===== src/design/tprd_pkg.sv =====
`default_nettype none

package tprd_pkg;

  localparam int unsigned FrameLen  = 14;
  localparam int unsigned RecordLen = 7;
  localparam int unsigned DataBytes = 12;
  localparam int unsigned SlotCount = 6;
  localparam int unsigned WordCount = 6;
  localparam int unsigned QueueDepth = 2;

  localparam logic [3:0] HdrPos0  = 4'd0;
  localparam logic [3:0] HdrPos1  = 4'(RecordLen);
  localparam logic [3:0] AddrPos0 = 4'(RecordLen - 1);
  localparam logic [3:0] LastPos  = 4'(FrameLen - 1);
  localparam logic [3:0] FramePos = 4'(FrameLen);

  localparam logic [7:0] AddrOne = 8'd1;
  localparam logic [7:0] AddrTwo = 8'd2;

  localparam logic [2:0] SecondRecordWord = 3'd3;
  localparam logic [2:0] LastWord         = 3'(WordCount - 1);

  localparam logic [15:0] ScaleReset = 16'd1152;

  // record bytes without the address bytes, plus the two address flags
  typedef struct packed {
    logic [DataBytes-1:0][6:0] data;
    logic                      hi1;
    logic                      hi2;
  } frame_t;

endpackage

`default_nettype wire


===== src/design/tracker_position_record_deframer.sv =====
// tracker position record deframer
// s_axis carries one received serial byte per item, bit 7 being the phasing bit.
// fourteen bytes make a frame of two seven-byte records, each closed by a
// sensor address of 1 or 2. a framing error drops the partial frame or the
// stray byte, as the frame rules say.
// a complete frame gives one item on m_axis: the six stored positions, signed
// with 16 fractional bits, scaled by the gain written through cfg_we/cfg_wdata.
// throughput: one byte per cycle, sustained, but for the stall below. a frame
// is queued after its last byte, then popped, scaled and shown; the six
// products share one 17x16 multiplier, one word per cycle.
// a two-frame queue sits between framing and scaling, so input keeps flowing
// while m_axis is stalled; only the last byte of a frame waits when the queue
// is full and the receiver still holds off.
// reset clears the frame position, the queue and all six slots, and loads the
// gain with 1152.
`default_nettype none

module tracker_position_record_deframer (
  input  wire logic         clk,
  input  wire logic         rst,
  input  wire logic         cfg_we,
  input  wire logic [15:0]  cfg_wdata,
  input  wire logic         s_axis_tvalid,
  output logic              s_axis_tready,
  input  wire logic [7:0]   s_axis_tdata,   // rx_byte
  output logic              m_axis_tvalid,
  input  wire logic         m_axis_tready,
  // slot1_x, slot1_y, slot1_z, slot2_x, slot2_y, slot2_z
  output logic [191:0]      m_axis_tdata
);

  logic             q_push;
  logic             q_pop;
  logic             q_full;
  logic             q_empty;
  tprd_pkg::frame_t push_frame;
  tprd_pkg::frame_t head;
  logic [tprd_pkg::SlotCount-1:0][31:0] slots;

  tprd_front u_front (
    .clk        (clk),
    .rst        (rst),
    .in_valid   (s_axis_tvalid),
    .in_ready   (s_axis_tready),
    .in_byte    (s_axis_tdata),
    .q_full     (q_full),
    .push       (q_push),
    .push_frame (push_frame)
  );

  tprd_queue u_queue (
    .clk        (clk),
    .rst        (rst),
    .push       (q_push),
    .push_frame (push_frame),
    .pop        (q_pop),
    .head       (head),
    .full       (q_full),
    .empty      (q_empty)
  );

  tprd_back u_back (
    .clk       (clk),
    .rst       (rst),
    .cfg_we    (cfg_we),
    .cfg_wdata (cfg_wdata),
    .q_empty   (q_empty),
    .head      (head),
    .pop       (q_pop),
    .out_valid (m_axis_tvalid),
    .out_ready (m_axis_tready),
    .slots     (slots)
  );

  assign m_axis_tdata = slots;

  a_no_push_full: assert property (@(posedge clk) disable iff (rst)
    !(q_push && q_full))
    else $error("frame pushed into full queue");

  a_stall_only_full: assert property (@(posedge clk) disable iff (rst)
    !s_axis_tready |-> q_full)
    else $error("input stalled without full queue");

  a_pop_starts_run: assert property (@(posedge clk) disable iff (rst)
    q_pop |=> !m_axis_tvalid)
    else $error("result shown before scaling ran");

  a_pop_not_empty: assert property (@(posedge clk) disable iff (rst)
    q_pop |-> !q_empty)
    else $error("pop from empty queue");

endmodule

`default_nettype wire


===== src/design/tprd_front.sv =====
`default_nettype none

module tprd_front (
  input  wire logic             clk,
  input  wire logic             rst,
  input  wire logic             in_valid,
  output logic                  in_ready,
  input  wire logic [7:0]       in_byte,
  input  wire logic             q_full,
  output logic                  push,
  output tprd_pkg::frame_t      push_frame
);

  logic [3:0] byte_position;
  logic [3:0] byte_position_next;
  logic [tprd_pkg::DataBytes-1:0][6:0] rec_data;
  logic rec_hi1;

  logic       accept;
  logic [3:0] pos;
  logic       hdr;
  logic       is_hdr_pos;
  logic       is_addr_pos;
  logic       addr_ok;
  logic       store;
  logic [3:0] widx;

  assign in_ready = !((byte_position == tprd_pkg::LastPos) && q_full);
  assign accept   = in_valid && in_ready;
  assign pos      = (byte_position >= tprd_pkg::FramePos) ? tprd_pkg::HdrPos0 : byte_position;
  assign hdr      = in_byte[7];
  assign is_hdr_pos  = (pos == tprd_pkg::HdrPos0) || (pos == tprd_pkg::HdrPos1);
  assign is_addr_pos = (pos == tprd_pkg::AddrPos0) || (pos == tprd_pkg::LastPos);
  assign addr_ok     = (in_byte == tprd_pkg::AddrOne) || (in_byte == tprd_pkg::AddrTwo);
  // address byte of the first record takes no data slot
  assign widx = (pos < tprd_pkg::AddrPos0) ? pos : pos - 4'd1;

  always_comb begin
    byte_position_next = byte_position;
    store = 1'b0;
    push  = 1'b0;
    if (accept) begin
      priority if (is_hdr_pos && !hdr) begin
        byte_position_next = tprd_pkg::HdrPos0;
      end else if (!is_hdr_pos && hdr) begin
        byte_position_next = pos;
      end else if (is_addr_pos && !addr_ok) begin
        byte_position_next = tprd_pkg::HdrPos0;
      end else if (pos != tprd_pkg::LastPos) begin
        store = 1'b1;
        byte_position_next = pos + 4'd1;
      end else begin
        push = 1'b1;
        byte_position_next = tprd_pkg::HdrPos0;
      end
    end
  end

  always_comb begin
    push_frame.data = rec_data;
    push_frame.hi1  = rec_hi1;
    push_frame.hi2  = in_byte[1];
  end

  always_ff @(posedge clk) begin
    if (rst) begin
      byte_position <= tprd_pkg::HdrPos0;
    end else begin
      byte_position <= byte_position_next;
    end
  end

  always_ff @(posedge clk) begin
    if (store && (pos == tprd_pkg::AddrPos0)) begin
      rec_hi1 <= in_byte[1];
    end else if (store) begin
      rec_data[widx] <= in_byte[6:0];
    end
  end

endmodule

`default_nettype wire


===== src/design/tprd_queue.sv =====
`default_nettype none

module tprd_queue (
  input  wire logic             clk,
  input  wire logic             rst,
  input  wire logic             push,
  input  wire tprd_pkg::frame_t push_frame,
  input  wire logic             pop,
  output tprd_pkg::frame_t      head,
  output logic                  full,
  output logic                  empty
);

  tprd_pkg::frame_t entries [tprd_pkg::QueueDepth];
  logic       wr_ptr;
  logic       rd_ptr;
  logic [1:0] count;

  assign full  = (count == 2'(tprd_pkg::QueueDepth));
  assign empty = (count == 2'd0);
  assign head  = entries[rd_ptr];

  always_ff @(posedge clk) begin
    if (rst) begin
      wr_ptr <= 1'b0;
      rd_ptr <= 1'b0;
      count  <= 2'd0;
    end else begin
      if (push) begin
        wr_ptr <= !wr_ptr;
      end
      if (pop) begin
        rd_ptr <= !rd_ptr;
      end
      unique case ({push, pop})
        2'b10:   count <= count + 2'd1;
        2'b01:   count <= count - 2'd1;
        default: count <= count;
      endcase
    end
  end

  always_ff @(posedge clk) begin
    if (push) begin
      entries[wr_ptr] <= push_frame;
    end
  end

endmodule

`default_nettype wire


===== src/design/tprd_back.sv =====
`default_nettype none

module tprd_back (
  input  wire logic             clk,
  input  wire logic             rst,
  input  wire logic             cfg_we,
  input  wire logic [15:0]      cfg_wdata,
  input  wire logic             q_empty,
  input  wire tprd_pkg::frame_t head,
  output logic                  pop,
  output logic                  out_valid,
  input  wire logic             out_ready,
  output logic [tprd_pkg::SlotCount-1:0][31:0] slots
);

  typedef enum logic [1:0] {
    IDLE,
    RUN,
    EMIT
  } state_t;

  state_t           state;
  tprd_pkg::frame_t cur;
  logic [2:0]       cnt;
  logic [15:0]      scale;

  logic [6:0]         even_b;
  logic [6:0]         odd_b;
  logic signed [15:0] word;
  logic signed [32:0] prod;
  logic               second;
  logic [2:0]         k;
  logic               hi;
  logic [2:0]         sidx;

  assign even_b = cur.data[{cnt, 1'b0}];
  assign odd_b  = cur.data[{cnt, 1'b1}];
  assign word   = {odd_b, even_b, 2'b00};
  assign prod   = word * $signed({1'b0, scale});
  assign second = (cnt >= tprd_pkg::SecondRecordWord);
  assign k      = second ? cnt - tprd_pkg::SecondRecordWord : cnt;
  assign hi     = second ? cur.hi2 : cur.hi1;
  assign sidx   = hi ? k + tprd_pkg::SecondRecordWord : k;

  assign pop       = (state == IDLE) && !q_empty;
  assign out_valid = (state == EMIT);

  always_ff @(posedge clk) begin
    if (rst) begin
      state <= IDLE;
      cnt   <= 3'd0;
      scale <= tprd_pkg::ScaleReset;
      slots <= '0;
    end else begin
      if (cfg_we) begin
        scale <= cfg_wdata;
      end
      unique case (state)
        IDLE: begin
          if (!q_empty) begin
            cur   <= head;
            cnt   <= 3'd0;
            state <= RUN;
          end
        end
        RUN: begin
          slots[sidx] <= prod[31:0];
          cnt <= cnt + 3'd1;
          if (cnt == tprd_pkg::LastWord) begin
            state <= EMIT;
          end
        end
        EMIT: begin
          if (out_ready) begin
            state <= IDLE;
          end
        end
        default: state <= IDLE;
      endcase
    end
  end

endmodule

`default_nettype wire

===== config.mk =====
export PLATFORM = sky130hd
export DESIGN_NAME = tracker_position_record_deframer
export DESIGN_NICKNAME = d
export VERILOG_FILES = /design/src/design/tprd_pkg.sv /design/src/design/tracker_position_record_deframer.sv /design/src/design/tprd_front.sv /design/src/design/tprd_queue.sv /design/src/design/tprd_back.sv
export SDC_FILE = /design/constraint.sdc
export NUM_CORES = 1
export LEC_CHECK = 0
export BUFFER_PORTS_ARGS = -buffer_cell sky130_fd_sc_hd__buf_2
export CORE_ASPECT_RATIO = 0.7
export CORE_UTILIZATION = 55
export CTS_CLUSTER_DIAMETER = 120
export DETAILED_ROUTE_END_ITERATION = 7
export PLACE_DENSITY = 0.77
export SYNTH_ARGS = -nofsm -noshare
export SYNTH_HDL_FRONTEND = slang
export SYNTH_SLANG_ARGS = --single-unit

===== constraint.sdc =====
create_clock -name clk -period 10.5 [get_ports clk]
set_input_delay 1.05 -clock clk [delete_from_list [all_inputs] [get_ports clk]]
set_output_delay 1.05 -clock clk [all_outputs]
set_load 0.02 [all_outputs]

==> flow_summary.ini <==
[cells_and_area]
layout_commonest_cell = nand2_1
antenna_cells = 0
area_growth_syn_to_layout_pct = 11.9
fin_area_sq_um = 30900
final_nets = 2863
drive_gt1_share_pct = 17.3
stdcell_count = 3260
layout_common_cells = 395 x nand2_1, 343 x edfxtp_1, 210 x inv_1

[clocking]
cts_tree = yes
cts_buffer_depth = 3
htree_levels = 2
numClockSinks = 552
path_clk_slew_ps = 70
cts-resized-gates = 0
post-cts-setup-buffer-count = 0
insertion_delay_ps = 600
cts-root-buf = clkbuf_16
cts_inserted_buffers = 51
postCtsHoldBufs = 0

[die]
row_count = 68
die_w_microns = 270
die_y_microns = 190
io_pins = 223
dieArea_sq_um = 51200
initial_core_util_pct = 55.9
core_sq_um = 49400

[sta]
finalSetupTns_ps = 0
fin_crit_sh_pct = 84.3
slew-limit-headroom_pct = 6.97
slew_violations = 0
setup_viol = 0
clock_skew_ps = 29.9
worst_pin_slew_ps = 1400
max_freq_mhz = 113
hold_viol = 0
grt_setup_unrepaired = false
finalCriticalPeriod_ps = 8850
layout_setup_ws_ps = 1650

[synthesis]
syn_avg_cell_area_sq_um = 11.6
yosysUniqueCellTypes = 64
synth_flop_cell = edfxtp_1
synth_edf_count = 343
yosysSeqAreaShare_pct = 52.4
synthCells = 2385
yosys_warnings = 0
ys_ff_latch = 552
netlist_area_sq_um = 27600
async_reset_ff_share_pct = 0

[worst_setup_path]
cp-end-kind = flop
crit_type = flop to flop
cp_max_fo = 22
arrival_ps = 9270
crit_path_start_kind = flop
crit_required_ps = 10920

[global_routing]
grt_usage_pct = 27.0
grt_pass1_wl_microns = 106000
antenna_found_initial = 1
gr-total-overflow = 0
grt_pass1_vias = 18451
grt_max_degree = 96

[flow_run]
maxCapViolCount = 0

[placed_design]
io_buffers = 210
gp_routability_congestion = 0.921
place_ws_ps = 1760
placed_cell_area_sq_um = 29200
hpwl_microns = 47700
place_inst = 3168

[detailed_routing]
drtIter0Drc = 1733
vias = 18415
routed_via_density = 5.65
ant_nets = 0
drt_wl_total_microns = 68700
drc = 0
wire_per_inst_microns = 21.1
drt_first_pass_iters = 6

[power_and_ir_drop]
ir_drop_v = 0.000182
p_leak_nw = 12.3
cellPowerDensity_nw_per_um2 = 184

[status]
status = completed

[min_path]
hp-class = flop to flop
-- worst paths after layout --
path | from | endpoint | slack [ps] | cells past startpoint
setup / recovery | u_back.cnt[0]$_SDFFE_PP0P_ | u_back.slots[94]$_SDFFE_PP0P_ | 1650 | 22
hold / removal | u_front.push_frame[22]$_DFFE_PP_ | u_queue.entries[0][22]$_DFFE_PP_ | 440 | 0
setup reg to reg | u_back.cnt[0]$_SDFFE_PP0P_ | u_back.slots[94]$_SDFFE_PP0P_ | 1650 | 22
hold reg to reg | u_front.push_frame[22]$_DFFE_PP_ | u_queue.entries[0][22]$_DFFE_PP_ | 440 | 0
-- per-stage QoR --
stage	hold slack (ps)	utilization (%)	total power, W
final	437	62.5	0.00570
after global routing	439	62.5	0.00593
after CTS	427	62.5	0.00567
after detailed placement	430	59.2	0.00383
after global placement	422	59.2	0.00380
after floorplan	421	-	0.00335
-- cells in the mapped netlist, types with 30 or more instances --
| cell type | count | area share [%] |
|---|---|---|
| inv_1 | 210 | 2.9 |
| nor2b_1 | 102 | 2.3 |
| o21ai_0 | 39 | 0.71 |
| fa_1 | 166 | 12 |
| dfxtp_1 | 209 | 15 |
| ha_1 | 112 | 5.1 |
| nand2b_1 | 30 | 0.68 |
| nor2_1 | 97 | 1.3 |
| a21oi_1 | 199 | 3.6 |
| nand2_1 | 395 | 5.4 |
| and2_1 | 34 | 0.77 |
| clkbuf_1 | 92 | 1.2 |
| mux2i_1 | 30 | 1.1 |
| mux2_2 | 86 | 3.5 |
| edfxtp_1 | 343 | 37 |
-- logic make-up (layout without fill, tap and decap cells) --
logic type      count (synthesis)  after routing  share of synthesized area [%]
buf+inv                       343            542                           4.97
xor+xnor                       30             30                          0.951
flops                         552            552                           52.4
compound gates                316            316                           6.57
fa+ha+maj                     278            278                           17.1
other cells                     1             12                         0.0136
simple gates                  734            734                           12.2
mux                           131            131                           5.79
-- worst max-delay path, stage by stage (launching register included) --
cell and delay, ps:
dfxtp_2 870, mux4_2 600, a21oi_1 1090, nor2b_1 180, fa_1 590, inv_1 50
fa_1 470, inv_1 60, fa_1 490, fa_1 500, fa_1 540, inv_1 80
fa_1 490, inv_1 50, ha_1 360, a211oi_1 250, o21ai_0 160, a221o_1 380
or2_4 270, a31oi_1 180, mux2_4 330, a2111oi_4 510, a211oi_1 150
-- flip-flops by register name (all words and copies together), names as in the netlist --
name                   cells
u_back.cnt                 3
u_back.cur                86
u_back.scale              16
u_back.slots             180
u_back.state               2
u_front.byte_position      4
u_front.push_frame        84
u_front.rec_hi1            1
u_queue.count              2
u_queue.entries          172
u_queue.rd_ptr             1
u_queue.wr_ptr             1
-- where the power goes --
group | internal (W) | switching [W]
Clock | 0.00104 | 0.000801
Combinational | 0.000490 | 0.00105
Sequential | 0.00229 | 0.0000237
Total | 0.00382 | 0.00187
-- area by class of cell --
cell class                      instances  area (sq um)
Clock inverter                         16           161
Fill cell                            3686         18500
Clock buffer                           76          1500
Timing Repair Buffer                  240          1280
Tap cell                              665           832
Sequential cell                       552         14500
Inverter                              210           788
Multi-Input combinational cell       1501         11900
-- metal layers --
metal	global-route usage [%]	wire (microns)	vias up
met3	7.45	7170	125
met1	38.9	29800	9128
met2	39.9	30000	859
li1	-	-	8303
met4	8.13	1790	0
met5	0	0	-
Note: power is estimated with default switching activity, not from simulation.
